<file path="src/rtl/tatc_sqrt.sv">
`timescale 1ns / 1ps
// ----------------------------------------------------------------------------
// tatc_sqrt
// Pipelined integer square root, one root bit resolved per stage.
// ----------------------------------------------------------------------------
module tatc_sqrt #(
  parameter int ROOT_W = 31
) (
  input  logic                  clk,
  input  logic [2*ROOT_W-1:0]   radicand,
  output logic [ROOT_W-1:0]     root
);

  localparam int RMW = ROOT_W + 2;

  logic [RMW-1:0]      rem_q  [ROOT_W];
  logic [ROOT_W-1:0]   root_q [ROOT_W];
  logic [2*ROOT_W-1:0] opd_q  [ROOT_W];

  for (genvar k = 0; k < ROOT_W; k++) begin : g_stage
    logic [RMW-1:0]      rem_in;
    logic [ROOT_W-1:0]   root_in;
    logic [2*ROOT_W-1:0] opd_in;
    logic [RMW-1:0]      rem_sh;
    logic [RMW-1:0]      trial;
    logic                ge;

    if (k == 0) begin : g_first
      assign rem_in  = '0;
      assign root_in = '0;
      assign opd_in  = radicand;
    end else begin : g_next
      assign rem_in  = rem_q[k-1];
      assign root_in = root_q[k-1];
      assign opd_in  = opd_q[k-1];
    end

    // bring down the next two radicand bits
    assign rem_sh = {rem_in[ROOT_W-1:0], opd_in[2*ROOT_W-1 -: 2]};
    assign trial  = {root_in, 2'b01};
    assign ge     = (rem_sh >= trial);

    always_ff @(posedge clk) begin
      rem_q[k]  <= ge ? (rem_sh - trial) : rem_sh;
      root_q[k] <= {root_in[ROOT_W-2:0], ge};
      opd_q[k]  <= opd_in << 2;
    end
  end

  assign root = root_q[ROOT_W-1];

endmodule

</file>
<file path="config.mk">
export PLATFORM = sky130hd
export DESIGN_NAME = tatc_sqrt
export DESIGN_NICKNAME = d
export VERILOG_FILES = /design/src/rtl/tatc_sqrt.sv
export SDC_FILE = /design/constraint.sdc
export NUM_CORES = 2
export LEC_CHECK = 0
export BUFFER_PORTS_ARGS = -buffer_cell sky130_fd_sc_hd__buf_2
export CAP_MARGIN = 10
export CORE_UTILIZATION = 62
export CTS_CLUSTER_DIAMETER = 40
export DETAILED_ROUTE_END_ITERATION = 12
export GPL_TIMING_DRIVEN = 0
export PLACE_DENSITY = 0.9
export SLEW_MARGIN = 40
export SYNTH_ARGS = -nofsm -noshare
export SYNTH_HDL_FRONTEND = slang
export SYNTH_SLANG_ARGS = --single-unit
export TNS_END_PERCENT = 30
</file>
<file path="constraint.sdc">
create_clock -name clk -period 3.5 [get_ports clk]
set_clock_uncertainty 0.05 [all_clocks]
set_input_delay 0.35 -clock clk [delete_from_list [all_inputs] [get_ports clk]]
set_output_delay 0.35 -clock clk [all_outputs]
set_load 0.01 [all_outputs]
</file>
# Yosys cells after proc, flatten, opt, wreduce, memory -nomap -nowiden
# Memory sizes are Yosys's and may differ from the RTL's.
# Cells that the tools add are included.
dict set report totals {
  output_inout_bits 31
  ramBits 3844
  memories 3
  inputBits 63
  ff_bits 0
  word_cells 96
}
# name depth width read_ports rd_clocked_by_memory_dff wr line_no
set memory_table {}
lappend memory_table {opd_q 31 60 30 0 31 18} ;# logic [2*ROOT_W-1:0] opd_q [ROOT_W];
lappend memory_table {rem_q 31 33 30 0 31 16} ;# logic [RMW-1:0] rem_q [ROOT_W];
lappend memory_table {root_q 31 31 31 0 31 17} ;# logic [ROOT_W-1:0] root_q [ROOT_W];
dict set report classes {
  n_mux 31
  n_addsub 31
  order_cmp 31
}
# cell count
set op_table {}
lappend op_table {{two-way mux 33 bit} 31}
lappend op_table {{>= comparator 33 bit} 30}
lappend op_table {{subtractor 33 bit} 30}
lappend op_table {{subtractor 2 x 1 -> 3 bit (second input constant)} 1}
lappend op_table {{>= comparator 2 x 1 -> 1 bit (second input constant)} 1}

# Depth between registers and ports, before layout
# An unclocked memory read counts as a cell.
dict set report logic_depth {
  depth_word 3
  depth_mapped 15
  ltp_nobuf 12
}

# Worst setup path before layout
# Ideal clock, no wire load.
dict set report synth_path {
  path_type {register -> register}
  from {memory root_q[25][0], in the netlist root_q[1][279]}
  to {memory rem_q[6][80] in the netlist's numbering}
  setup_ns 0.123
  path_buffers 1
  arrival_ns 3.042
  path_stages_with_launch 12
  setup_slack_ns 0.284
  path_cell_list {dfxtp_1 inv_1 ha_1 o21ai_0 a211oi_1 a2bb2oi_1 o21ai_1 a31oi_1 o21a_1 o21ai_1 clkbuf_1 mux2_1}
}
# item line_no
set synth_rtl {}
lappend synth_rtl {{start, declared} 17}
lappend synth_rtl {{end, declared} 16}

==> impl_metrics.tcl <==
set metrics [dict create \
    fillers 8831 \
    syn-cell-area_mm2 0.0844 \
    final_hold_viol_count 0 \
    worstPathRequired_ns 4.22 \
    die_w_um 371 \
    fin_setup_tns_ns 0 \
    hp-class "input port to flip-flop" \
    vias_per_cell 5.78 \
    r2r-start "root_q[0][403]" \
    hold_depth 2 \
    die_area_mm2 0.138 \
    cts_tree "built" \
    hold_slack_ns 0.0480 \
    tightest_slew_ns 0.777 \
    netlist_top_cells_count "dfxtp_1, inv_1, nand2_1" \
    worstPathArrival_ns 4.20 \
    pin_count 94 \
    grt_first_pass_wirelength_mm 321 \
    area_delta_synth_final_pct 15.0 \
    worst-r2r-cell-count 13 \
    fin_cells 10715 \
    synth_top_area_share 0.549 \
    clk_pin_slew_worst_paths_ns 0.06 \
    ant_nets 0 \
    yosysMostFrequentCell "dfxtp_1" \
    peakVddDrop_uv 562 \
    timing.final.setup_violations 0 \
    grt_usage 0.290 \
    synth_seq_area_share 0.549 \
    antenna_found_initial 5 \
    finalWorstSetupSlack_ns 0.0126 \
    grt_pass1_vias 62368 \
    clk-insertion-delay-late_ns 0.88 \
    synth-edff-count 0 \
    cp-start-kind "flip-flop" \
    place_worst_setup_slack_ns -0.831 \
    grt.overflow.total 0 \
    critPathKind "flip-flop to flip-flop" \
    synthXorXnorAreaFrac 0.0737 \
    final_area_mm2 0.0971 \
    min_period_over_period 0.996 \
    path_cells "inv_1, ha_1, o21a_1, o21a_1, o21ai_0, nand2b_1, a221o_1, a21oi_4, o211a_1, buf_4, inv_2, buf_1, a21oi_2" \
    regToRegEndpoint "rem_q[3][74]" \
    dpl.hpwl_mm 141 \
    timing.critical_path.buf_inv 4 \
    vias 61882 \
    wirelength_mm 204 \
    hp-start "radicand[49]" \
    crit_path_end_kind "flip-flop" \
    p_per_area_mw_per_mm2 763 \
    design.core.area_mm2 0.134 \
    clock_tree.root_cell "clkbuf_16" \
    synth_simple_gate_area_frac 0.128 \
    ys_top_cells_by_area "dfxtp_1, ha_1, xor2_1, xnor2_1, inv_1" \
    r2r_slack_ns 0.01 \
    crit_top_cell "o21a_1" \
    clock-sinks 2313 \
    place_inst 10197 \
    rsz0062_at_grt "true" \
    cts_buffer_depth 3 \
    drc 0 \
    slew_viol_final 0 \
    start_util 0.628 \
    fmaxAchievable_mhz 287 \
    htree_levels 4 \
    die_h_um 371 \
    avgSynthCellArea_um2 10.1 \
    synth_compound_gate_area_share 0.125 \
    synth_top_family_by_area "simple AND/OR/NAND/NOR gates" \
    nets 9336 \
    num_rows 134 \
    power.leakage_nw 45.8 \
    status "finished, final reports clean" \
    synth_async_sr_flop_share 0 \
    dr.pass1.iters 7 \
    yosys_register_bits 2313 \
    first_iter_violations 5071 \
    wl_per_cell_um 19.0 \
    synth_cells 8336 \
    synth.distinct_cells 88 \
    muxShareOfSynthArea 0.00881 \
    yosysWarningCount 0 \
    grt_start_max_net_pins 21 \
    synthAdderAreaFrac 0.0783 \
    slowest_delay_ns 0.44 \
    cts_made_buffers 239 \
    port_buffers 93 \
    synthFlopType "dfxtp_1" \
    hold_end "opd_q[0][49]" \
    drive_gt1_frac 0.0902 \
    critPathMaxFanout 10 \
    synth_largest_area_cell "dfxtp_1" \
    path_delay_family "compound AO/OA/AOI/OAI gates" \
    slew_headroom 0.481 \
    placed_cell_area_mm2 0.0871 \
    synth_nets 8927 \
    slowest_stage "a221o_1" \
    drv_cap 0 \
    timing.final.crit_period_ns 3.49 \
    place_congestion 0.946 \
]
==> layer usage <==
| layer | part of all wire | wire length (um) | global-route usage | vias up |
|---|---|---|---|---|
| met4 | 0.049 | 10000 | 0.143 | 6 |
| met5 | 0.00038 | 77 | 0 | - |
| li1 | - | - | - | 29449 |
| met3 | 0.060 | 12200 | 0.0497 | 721 |
| met2 | 0.50 | 101000 | 0.518 | 2385 |
| met1 | 0.39 | 80100 | 0.333 | 29321 |
==> cell type report <==
class / instances / area [um^2] / area share
flip-flops and latches: 2313 / 46300 / 0.477
clock inverters: 147 / 2090 / 0.0216
inverters: 675 / 2530 / 0.0261
diodes: 1 / 2.50 / 0.0000258
repair buffers: 174 / 1240 / 0.0128
clock buffers: 295 / 6470 / 0.0667
multi-input cells: 5198 / 35500 / 0.366
plain buffers: 144 / 691 / 0.00712
well taps: 1768 / 2210 / 0.0228
==> logic make-up after synthesis <==
kind of cell | Yosys count
AND/OR/NAND/NOR | 2186
XOR/XNOR | 710
buffers and inverters | 825
multiplexers | 67
adder cells (fa/ha/maj) | 528
other | 1
flip-flops | 2313
AO/OA/AOI/OAI | 1706
==> registers in the layout (all words and copies together), names as in the netlist <==
register	count
opd_q	930
root_q	496
rem_q	887
==> worst reg2reg max path, stage by stage, from the launching register on <==
cell and delay (ns):
dfxtp_1 0.37, inv_1 0.07, ha_1 0.38, o21a_1 0.18, o21a_1 0.19, o21ai_0 0.20, nand2b_1 0.18, a221o_1 0.44
a21oi_4 0.24, o211a_1 0.22, buf_4 0.15, inv_2 0.09, buf_1 0.27, a21oi_2 0.32
==> through the flow <==
stage	power, W	util
after floorplan	0.0430	-
after global placement	0.0465	0.648
after detailed placement	0.0471	0.648
after CTS	0.0739	0.719
after global routing	0.0773	0.723
final	0.0740	0.723
==> timing repair <==
item	in CTS	in global routing
endpoints found under the setup margin	378	482
hold buffers	66	0
hold endpoints to repair	63	0
pin swaps	5	15
resized for setup	91	140
buffers inserted	3	12
==> layout by cell type (no fill, tap or decap), types with 107 or more instances in the layout <==
master,count
inv_1,668
dfxtp_1,2313
o21ai_0,435
clkbuf_16,239
nand3_1,125
a21o_1,201
nand2_1,605
nor2_1,489
buf_2,107
xnor2_1,346
a21oi_1,476
nor3_1,224
xor2_1,363
ha_1,527
nand2b_1,109
==> worst max-delay path by stage <==
stage                         startpoint  depth (start not counted)  slack, ns       endpoint
after floorplan           root_q[1][279]                         11       0.28   rem_q[6][80]
after global placement    root_q[1][279]                         12      -1.14   rem_q[6][91]
after detailed placement  root_q[1][279]                         12      -0.83   rem_q[6][91]
after CTS                 root_q[0][440]                         12     0.0008  rem_q[3][104]
after global routing      root_q[1][279]                         13      -0.16   rem_q[6][85]
final                     root_q[0][403]                         13       0.01   rem_q[3][74]
==> where the power goes <==
group          leakage, nW  internal [W]  total (W)  switching, W
logic                 22.3       0.00557     0.0133       0.00772
clock network         4.15        0.0155     0.0266        0.0111
registers             19.4        0.0308     0.0342       0.00339
total                 45.8        0.0518     0.0740        0.0222
Power figures use the tool's default switching activity.
