[config.mk]
export PLATFORM = sky130hd
export DESIGN_NAME = tatc_div
export DESIGN_NICKNAME = d
export VERILOG_FILES = /design/src/rtl/tatc_pkg.sv /design/src/rtl/tatc_div.sv
export SDC_FILE = /design/constraint.sdc
export NUM_CORES = 1
export LEC_CHECK = 0
export BUFFER_PORTS_ARGS = -buffer_cell sky130_fd_sc_hd__buf_2
export CORE_ASPECT_RATIO = 0.6
export CORE_MARGIN = 2
export CORE_UTILIZATION = 46
export CTS_BUF_LIST = sky130_fd_sc_hd__clkbuf_8
export DETAILED_ROUTE_END_ITERATION = 8
export RECOVER_POWER = 25
export SLEW_MARGIN = 20
export SYNTH_ARGS = -nofsm -noshare
export SYNTH_HDL_FRONTEND = slang
export SYNTH_SLANG_ARGS = --single-unit
[constraint.sdc]
create_clock -name clk -period 4.7 [get_ports clk]
set_clock_uncertainty 0.1 [all_clocks]
set_input_delay 0.47 -clock clk [delete_from_list [all_inputs] [get_ports clk]]
set_output_delay 0.47 -clock clk [all_outputs]
set_load 0.05 [all_outputs]
[src/rtl/tatc_pkg.sv]
`timescale 1ns / 1ps
// ----------------------------------------------------------------------------
// tatc_pkg
// Shared constants for the transmit arrival time calculation unit.
// ----------------------------------------------------------------------------
package tatc_pkg;

  // transmit modes
  localparam logic [1:0] MODE_PLANE   = 2'd0;
  localparam logic [1:0] MODE_FOCUSED = 2'd1;
  localparam logic [1:0] MODE_DIVERGE = 2'd2;
  localparam logic [1:0] MODE_UNUSED  = 2'd3;

  // register indexes on the configuration port
  localparam logic [2:0] REG_MODE     = 3'd0;
  localparam logic [2:0] REG_ORIGIN_X = 3'd1;
  localparam logic [2:0] REG_FOCUS_X  = 3'd2;
  localparam logic [2:0] REG_FOCUS_Y  = 3'd3;
  localparam logic [2:0] REG_FOCUS_Z  = 3'd4;
  localparam logic [2:0] REG_SIN      = 3'd5;
  localparam logic [2:0] REG_COS      = 3'd6;
  localparam logic [2:0] REG_SPEED    = 3'd7;

  localparam int ANGLE_W    = 16;
  localparam int SPEED_W    = 12;
  localparam int ANGLE_FRAC = 15;
  localparam int DIST_FRAC  = 10;
  localparam int OUT_W      = 23;
  localparam int QUOT_W     = 23;
  localparam int NS_PER_US  = 1000;

  localparam logic signed [ANGLE_W-1:0] COS_RESET   = 16'sd32767;
  localparam logic [SPEED_W-1:0]        SPEED_RESET = 12'd1540;

  localparam logic [OUT_W-1:0] OUT_POS_LIM = 23'h3FFFFF;
  localparam logic [OUT_W-1:0] OUT_NEG_LIM = 23'h400000;

endpackage

[src/rtl/tatc_div.sv]
`timescale 1ns / 1ps
// ----------------------------------------------------------------------------
// tatc_div
// Pipelined restoring divider by the sound speed with overflow detect.
// ----------------------------------------------------------------------------
module tatc_div #(
  parameter int DVD_W = 33
) (
  input  logic                          clk,
  input  logic                          rst,
  input  logic                          in_valid,
  input  logic                          in_neg,
  input  logic [DVD_W-1:0]              dividend,
  input  logic [tatc_pkg::SPEED_W-1:0]  divisor,
  output logic                          out_valid,
  output logic                          out_neg,
  output logic                          out_ovf,
  output logic [tatc_pkg::QUOT_W-1:0]   quot
);

  localparam int QW    = tatc_pkg::QUOT_W;
  localparam int SW    = tatc_pkg::SPEED_W;
  localparam int HI_W  = DVD_W - QW;
  localparam int CMP_W = (HI_W > SW) ? HI_W : SW;

  logic          vld_q [QW+1];
  logic          neg_q [QW+1];
  logic          ovf_q [QW+1];
  logic [SW-1:0] rem_q [QW+1];
  logic [QW-1:0] lo_q  [QW+1];
  logic [QW-1:0] quo_q [QW+1];

  logic [HI_W-1:0] hi;
  assign hi = dividend[DVD_W-1:QW];

  // entry stage: quotient needs more than QW bits when hi >= divisor
  always_ff @(posedge clk) begin
    if (rst) begin
      vld_q[0] <= 1'b0;
    end else begin
      vld_q[0] <= in_valid;
    end
    neg_q[0] <= in_neg;
    ovf_q[0] <= (CMP_W'(hi) >= CMP_W'(divisor));
    rem_q[0] <= SW'(hi);
    lo_q[0]  <= dividend[QW-1:0];
    quo_q[0] <= '0;
  end

  for (genvar k = 1; k <= QW; k++) begin : g_stage
    logic [SW:0] rem_sh;
    logic [SW:0] dsr;
    logic        ge;

    assign rem_sh = {rem_q[k-1], lo_q[k-1][QW-1]};
    assign dsr    = {1'b0, divisor};
    assign ge     = (rem_sh >= dsr);

    always_ff @(posedge clk) begin
      if (rst) begin
        vld_q[k] <= 1'b0;
      end else begin
        vld_q[k] <= vld_q[k-1];
      end
      neg_q[k] <= neg_q[k-1];
      ovf_q[k] <= ovf_q[k-1];
      rem_q[k] <= ge ? SW'(rem_sh - dsr) : SW'(rem_sh);
      lo_q[k]  <= lo_q[k-1] << 1;
      quo_q[k] <= {quo_q[k-1][QW-2:0], ge};
    end
  end

  assign out_valid = vld_q[QW];
  assign out_neg   = neg_q[QW];
  assign out_ovf   = ovf_q[QW];
  assign quot      = quo_q[QW];

  a_valid_latency: assert property (@(posedge clk) disable iff (rst)
    in_valid |-> ##(QW+1) out_valid)
    else $error("divider valid lost in pipeline");

  a_rem_bound: assert property (@(posedge clk) disable iff (rst)
    out_valid && !out_ovf && divisor != '0 |-> rem_q[QW] < divisor)
    else $error("divider remainder not below divisor");

  a_entry_rem: assert property (@(posedge clk) disable iff (rst)
    vld_q[0] && !ovf_q[0] |-> rem_q[0] < divisor)
    else $error("divider start remainder too large");

endmodule
Word-level counts from Yosys, hierarchy flattened
Memory sizes are Yosys's and may differ from the RTL's.
Cells that the tools add are included.

word-level totals
  memory bits (writable) = 1464
  bits in registers = 0
  logic and storage cells = 127
  memories kept = 6

memory list
  memory  depth  bits a word  rd ports  clocked after Yosys merged registers in  write ports  line            source
  lo_q    24     23           23        0                                        24           tatc_div.sv:30  logic [QW-1:0] lo_q [QW+1];
  quo_q   24     23           24        0                                        24           tatc_div.sv:31  logic [QW-1:0] quo_q [QW+1];
  rem_q   24     12           23        0                                        24           tatc_div.sv:29  logic [SW-1:0] rem_q [QW+1];
  neg_q   24     1            24        0                                        24           tatc_div.sv:27  logic neg_q [QW+1];
  ovf_q   24     1            24        0                                        24           tatc_div.sv:28  logic ovf_q [QW+1];
  vld_q   24     1            24        0                                        24           tatc_div.sv:26  logic vld_q [QW+1];

operators by class
  bitwise logic cells = 24
  $lt $le $gt $ge = 24
  muxes and demuxes = 50
  add/sub/neg operators = 23

operators by type and width
  operator          count
  $ge A13 B12 Y1    23
  $mux W12          23
  $sub A12 B12 Y12  23
  $mux W1           27
  $or A1 B1 Y1      24
  $ge A10 B12 Y1    1

Longest topological paths before layout
Gate-level depths: netlist of the first run.

  word-level depth = 3
  mapped depth = 10

Worst setup path after synthesis of the first run
No wires, ideal clock.

  kind = input-to-reg
  start = input port divisor[1] (netlist bit)
  end = memory rem_q[1][29] (netlist bit)
  path slack = 1.637 ns
  buffers on the path = 2
  data required time = 4.479 ns
  stages = 10
  data arrival time = 2.841 ns
  library setup time = 0.121 ns
  cell sequence = inv_1 ha_1 nor2b_4 o31a_4 o21ai_4 a211oi_2 or3_1 buf_6 buf_12 mux2_4

RTL lines
  item             line            source
  start, declared  tatc_div.sv:14  input logic [tatc_pkg::SPEED_W-1:0] divisor,
  end, declared    tatc_div.sv:29

==> results of run 1 <==
[power breakdown]
group | switching [mW] | internal [mW] | total (mW) | leakage, nW
clock network | 3.03 | 3.54 | 6.57 | 1.57
logic | 6.61 | 6.19 | 12.8 | 8.37
registers | 0.996 | 9.93 | 10.9 | 7.54
[final timing paths]
check	slack [ns]	endpoint
min	0.09	rem_q[0][23]
max	1.58	rem_q[1][23]
max reg2reg	1.82	rem_q[0][52]
min reg2reg	0.20	ovf_q[2][0]
[layer usage]
layer / share of wire / GRT usage
met3: 0.059 / 0.04483
met1: 0.52 / 0.2782
met4: 0.021 / 0.07155
met5: 0 / 0
met2: 0.40 / 0.2676
[registers in the layout, indices dropped and copies added, names as in the netlist]
| name | flops |
|---|---|
| rem_q | 274 |
| quo_q | 276 |
| vld_q | 24 |
| ovf_q | 24 |
| neg_q | 24 |
| lo_q | 276 |
[critical path, delay by kind of cell]
kind / cells / cell delay, ns
AO/OA/AOI/OAI: 3 / 1.05
buffers and inverters: 3 / 1.31
adder cells (fa/ha/maj): 1 / 0.43
multiplexers: 1 / 0.44
[layout make-up]
type | instances | area (um^2) | share of cell area
flip-flops and latches | 898 | 17980 | 0.4544
well taps | 1000 | 1251 | 0.03163
clock buffers | 157 | 2161 | 0.05462
repair buffers | 132 | 928.4 | 0.02347
multi-input cells | 1963 | 16020 | 0.4050
inverters | 152 | 570.5 | 0.01442
clock inverters | 74 | 650.6 | 0.01645
[cell usage in the layout, fill, tap and decap left out, types with 88 or more instances in the layout]
cell type / netlist / layout
sky130_fd_sc_hd__mux2_2: 109 / 109
sky130_fd_sc_hd__nor2b_1: 93 / 93
sky130_fd_sc_hd__a21oi_1: 111 / 111
sky130_fd_sc_hd__nor2_1: 141 / 141
sky130_fd_sc_hd__dfxtp_1: 898 / 898
sky130_fd_sc_hd__inv_1: 145 / 176
sky130_fd_sc_hd__nor3_1: 112 / 112
sky130_fd_sc_hd__ha_1: 285 / 285
sky130_fd_sc_hd__clkbuf_8: 0 / 157
sky130_fd_sc_hd__o21a_1: 88 / 88
[timing repair]
item,in CTS,in global routing
endpoints found under the hold margin,59,0
hold buffers,39,0
endpoints found under the setup margin,0,0
[logic make-up (layout without fill, tap and decap cells)]
family / Yosys count / in the layout / synth area share
buffers and inverters: 218 / 515 / 0.03185
flip-flops: 898 / 898 / 0.5119
XOR/XNOR: 131 / 131 / 0.03267
AND/OR/NAND/NOR: 684 / 684 / 0.1072
AO/OA/AOI/OAI: 585 / 585 / 0.1163
adder cells (fa/ha/maj): 307 / 307 / 0.1141
multiplexers: 256 / 256 / 0.08593
==> results.txt, run 1 <==
----------------------------------------------------
[STA]
  Post-layout worst setup margin ... between 1.5 and 2 ns
  Time the final worst path needs with I/O delays and setup ... approximately 3.1 ns
  Transition time at the pin with the least slew margin ... approximately 1 ns
  RSZ-0062 raised after global routing ... no
  Fmax ... 320.3 MHz
  Share of the cycle needed by the critical path after routing ... 0.6643
  Final worst hold slack ... ~0.090 ns
  Number of max-slew violations in the final report ... 0
  Hold violation count in the final report ... 0
  Max-slew headroom ... 0.3344
  Final Setup Violations ... 0
  Setup TNS Final ... 0 ns

[CTS]
  CTS tree ... yes
  Post-cts sizing count ... 0
  Clock root buffer ... sky130_fd_sc_hd__clkbuf_8
  Number of levels the H-tree was split into ... 4
  Maximum number of buffers from clock root to sink ... 3
  Clock latency of the later-clocked register in the worst-skew pair ... ~0.84 ns
  Number of clock buffers inserted by TritonCTS ... between 100 and 150
  Clock-pin slew on the worst setup and hold paths ... around 0.06 ns
  Clock sink count ... between 800 and 900
  Number of buffers inserted by post-CTS setup repair ... 0

[Finish]
  Diodes inserted ... 0
  Post-Layout Cell Count ... about 4400
  Final instance area ... just under 40000 um^2
  End-of-flow core utilization ... 0.5237
  Share of layout cells above drive strength 1 ... 0.1656
  Area added between synthesis and finish ... 12.65%
  Fillers ... 6624
  Total number of nets in the final design ... 3634

[Synth]
  Most numerous cell in the Yosys netlist ... sky130_fd_sc_hd__dfxtp_1
  Net Count, Synth ... roughly 3400
  Yosys top cell area share ... 0.5119
  Most area-hungry cell type in the Yosys netlist ... sky130_fd_sc_hd__dfxtp_1
  Most used flip-flop cell after synthesis ... sky130_fd_sc_hd__dfxtp_1
  Number of distinct library cells after synthesis ... 66
  Most common library cells after synthesis ... sky130_fd_sc_hd__dfxtp_1, sky130_fd_sc_hd__ha_1, sky130_fd_sc_hd__inv_1
  Post-synth ARST share ... 0
  Ys Warns ... 0
  Cells after Synth ... 3079
  Most area-consuming cells after synthesis ... sky130_fd_sc_hd__dfxtp_1, sky130_fd_sc_hd__ha_1, sky130_fd_sc_hd__mux2_2
  Number of flops mapped to enable cells by yosys ... 0
  Average instance area after synthesis ... around 11 um^2
  Flops & latches, synth ... roughly 900
  Sequential area share after synthesis ... 0.5119
  Area of the mapped netlist ... roughly 35000 um^2

[Route]
  Average detailed-routed wire length per instance ... roughly 17 um
  WL final ... 73810 um
  Vias ... between 20000 and 25000
  Vias per cell ... between 5 and 6
  Number of DRC markers in iteration 0 ... around 1600
  Remaining design rule violation count ... 0
  First drt pass iteration count ... 6
  Count of antenna-violating nets left after detailed routing ... 0

[Setup path]
  Start-to-end type of the worst setup path ... in -> reg
  Kind of end point of the critical path ... flip-flop
  Cell breakdown of the critical path ... dlygate4sd3_1, buf_2, inv_2, ha_1, a21o_1, a211oi_1, o21a_1, mux2_2
  Maximum single-stage delay on the critical path ... about 0.65 ns
  Startpoint class of the critical path ... primary input
  Slowest cell on the critical path ... sky130_fd_sc_hd__inv_2
  Launching point of the worst reg2reg path ... rem_q[0][38]
  Start point of the critical path ... divisor[10]
  Number of cells on the worst reg-to-reg path ... 7
  Critical path required time ... between 5 and 6 ns
  Biggest fanout along the worst timing path ... 22
  Arrival time at the worst endpoint ... about 3.7 ns

[Die]
  Width of the die ... between 300 and 400 um
  Starting utilization of the core area ... 0.4649
  Boundary pin count ... 75
  Die Y-Extent ... 218.0 um
  Number of rows created at floorplan ... 78
  DIE AREA ... roughly 79000 um^2
  CORE AREA ... approximately 76000 um^2

[Global routing]
  Initial antenna violation count ... 0
  Global router's overall resource usage ... 0.1896
  Largest net degree at the start of global routing ... 26
  Global-route wire length before repair ... about 120000 um
  Vias in the first global route ... approximately 23000
  Residual overflow from global routing ... 0

[Outcome]
  Outcome ... completed

[Flow run]
  Max cap viols ... 0

[Hold path]
  Path class of the lowest-slack min-delay path ... in -> reg
  WHS Path Cells ... 4
  Hold Crit Start ... divisor[11]

[Placed design]
  DP Area ... about 36000 um^2
  Estimated wirelength of the detail-placed design ... about 51000 um
  Global placement routability congestion ... around 0.9
  Count of buffers inserted at the top-level ports ... 74
  Number of instances in the placed design ... approximately 4100
  Setup Slack @ Placement ... 0.8519 ns

[Pwr]
  Power per unit of standard cell area ... 765.7 nW/um^2
  Leakage power of the design ... approximately 17 nW
  Overall Power ... roughly 30 mW
  Maximum resistive drop on vdd ... between 300 and 400 uV

----------------------------------------------------
(Power assumes the default switching activity.)
==> run 2: changes to the inputs <==
clock period = 2.5 ns   (was 4.7 ns; I/O delays follow)
==> results.txt, run 2 (synthesis gave the netlist of run 1 again) <==
----------------------------------------------------
[Outcome]
  Outcome ... completed

[Finish]
  Fillers ... 6312
  Total number of nets in the final design ... roughly 4200
  Area added between synthesis and finish ... 26.65%
  Most common cell after layout, fill and taps aside ... sky130_fd_sc_hd__dfxtp_1
  Area taken by flip-flops and latches ... 17980 um^2
  Largest registers ranked by flip-flop count ... lo_q x276, quo_q x276, rem_q x274
  Share of layout cells above drive strength 1 ... 0.2930
  Commonest cells after routing, fill and taps aside ... sky130_fd_sc_hd__dfxtp_1, sky130_fd_sc_hd__buf_4, sky130_fd_sc_hd__ha_1, sky130_fd_sc_hd__clkbuf_8, sky130_fd_sc_hd__inv_1
  Total area of multi-input combinational cells ... approximately 16000 um^2

[CTS]
  Maximum number of buffers from clock root to sink ... 3
  Number of levels the H-tree was split into ... 4
  Clock sink count ... ~900
  Clock-pin slew on the worst setup and hold paths ... 0.07 ns
  Number of clock buffers inserted by TritonCTS ... 131
  Clock root buffer ... sky130_fd_sc_hd__clkbuf_8
  CTS tree ... yes
  Clock latency of the later-clocked register in the worst-skew pair ... around 0.86 ns

[Die]
  Width of the die ... approximately 360 um
  CORE AREA ... approximately 76000 um^2
  Starting utilization of the core area ... 0.4649
  Boundary pin count ... between 70 and 80
  Die Y-Extent ... approximately 220 um
  DIE AREA ... approximately 80000 um^2
  Number of rows created at floorplan ... 78

[Setup path]
  Top Family by Delay on Critical Path ... buffers and inverters
  Number of cells on the worst reg-to-reg path ... 7
  Kind of end point of the critical path ... flip-flop
  Crit Reg-Reg Endpoint ... rem_q[1][82]
  Launching point of the worst reg2reg path ... rem_q[1][61]
  Register-to-register path setup slack ... ~0.032 ns
  Start-to-end type of the worst setup path ... in -> reg
  Slowest cell on the critical path ... sky130_fd_sc_hd__dlygate4sd3_1
  Cell breakdown of the critical path ... dlygate4sd3_1, buf_2, buf_12, buf_4, ha_2, fa_2, nor2b_1, o21a_1, o21a_1, nor4b_1, or3b_2, mux2_2
  Startpoint class of the critical path ... primary input
  Biggest fanout along the worst timing path ... 7
  Critical path required time ... approximately 3.1 ns
  Maximum single-stage delay on the critical path ... ~0.53 ns
  Buffer and inverter count on the worst path ... 4
  Arrival time at the worst endpoint ... 3.09 ns
  Most frequent CP cell ... sky130_fd_sc_hd__o21a_1
  Start point of the critical path ... divisor[0]

[Flow run]
  Max cap viols ... 0

[Global routing]
  Residual overflow from global routing ... 0
  Largest net degree at the start of global routing ... 25
  Global-route wire length before repair ... about 130000 um
  Global router's overall resource usage ... 0.2082
  Initial antenna violation count ... 2
  Vias in the first global route ... 25250

[Route]
  Vias per cell ... around 5.1
  Count of antenna-violating nets left after detailed routing ... 0
  Number of DRC markers in iteration 0 ... 1596
  Average detailed-routed wire length per instance ... roughly 16 um
  First drt pass iteration count ... 6
  Remaining design rule violation count ... 0
  Vias ... 25170
  WL final ... between 80000 and 90000 um

[Placed design]
  Setup Slack @ Placement ... -0.5968 ns
  Global placement routability congestion ... just over 0.9
  Count of buffers inserted at the top-level ports ... 74
  Estimated wirelength of the detail-placed design ... 58920 um

[Hold path]
  Path class of the lowest-slack min-delay path ... in -> reg
  Worst hold endpoint ... rem_q[2][61]
  Hold Crit Start ... divisor[1]
  WHS Path Cells ... 5

[Pwr]
  Maximum resistive drop on vdd ... 715.6 uV
  Switching pwr ... 21.40 mW
  Share of total power in sequential cells ... 0.328
  Fraction of power spent switching nets ... 0.3402
  Power per unit of standard cell area ... 1414 nW/um^2
  Power share of the clock group ... 0.207
  Leakage power of the design ... around 20 nW
  Power share of the combinational group ... 0.465
  Internal Power ... between 40 and 50 mW

[STA]
  Max-slew headroom ... 0.5966
  Time the final worst path needs with I/O delays and setup ... 2.468 ns
  RSZ-0062 raised after global routing ... yes
  Setup TNS Final ... 0 ns
  Share of the cycle needed by the critical path after routing ... 0.9873
  Transition time at the pin with the least slew margin ... 0.5995 ns
  Post-layout worst setup margin ... 0.03171 ns
  Final Setup Violations ... 0
  Number of max-slew violations in the final report ... 0
  Hold violation count in the final report ... 0
  Fmax ... 405.1 MHz

----------------------------------------------------
run 2: cell type report:
class | count | area share
tap | 1000 | 0.02813
antenna | 1 | 0.00005626
sequential | 898 | 0.4043
clock buffer | 162 | 0.05013
multi-input combinational | 1963 | 0.3655
inverter | 152 | 0.01331
timing repair buffer | 689 | 0.1219
clock inverter | 71 | 0.01665
run 2: layer usage:
layer	wire length, um	global-route usage
met5	13	0
met4	1770	0.07685
met3	4429	0.04024
met2	32680	0.3002
met1	42230	0.3065
run 2: how the worst max path moves through the flow:
stage | end | slack, ns | cells after the start
finish | rem_q[2][30] | 0.03 | 12
global route | rem_q[2][60] | -0.07 | 9
CTS | rem_q[1][69] | 0.001 | 8
detailed placement | rem_q[2][61] | -0.60 | 10
global placement | rem_q[2][61] | -0.59 | 10
floorplan | rem_q[1][29] | -0.24 | 10
run 2: power groups by stage:
| stage | sequential, mW | combinational [mW] | clock (mW) |
|---|---|---|---|
| after floorplan | 20.0 | 20.1 | 0 |
| after global placement | 20.9 | 27.5 | 0 |
| after detailed placement | 20.9 | 28.4 | 0 |
| after CTS | 20.7 | 28.7 | 13.4 |
| after global routing | 21.1 | 32.0 | 14.1 |
| final | 20.6 | 29.2 | 13.0 |
run 2: metrics by stage:
step | instance area [um^2] | hold slack [ns] | util | instances | power, mW
2_1_floorplan | 35180 | 0.1777 | - | 3079 | 40.06
3_3_place_gp | 40500 | 0.2098 | 0.5361 | 4622 | 48.44
3_5_place_dp | 40500 | 0.2121 | 0.5361 | 4622 | 49.29
4_1_cts | 44260 | 0.01138 | 0.5859 | 4931 | 62.83
5_1_grt | 44470 | 0.1081 | 0.5888 | 4935 | 67.20
6_report | 44480 | 0.08324 | 0.5888 | 4936 | 62.89
run 2: timing repair:
| action | in CTS | in global routing |
|---|---|---|
| endpoints found under the setup margin | 16 | 120 |
| hold endpoints to repair | 83 | 0 |
| pin swaps | 0 | 13 |
| buffers inserted | 0 | 4 |
| resized for setup | 8 | 49 |
| cloned | 0 | 0 |
| hold buffers | 76 | 0 |
run 2: worst min-delay path: cells and delay by family:
kind	cells	cell delay, ns
adders and majority gates	1	0.19
muxes	1	0.13
buffers and inverters	3	0.42
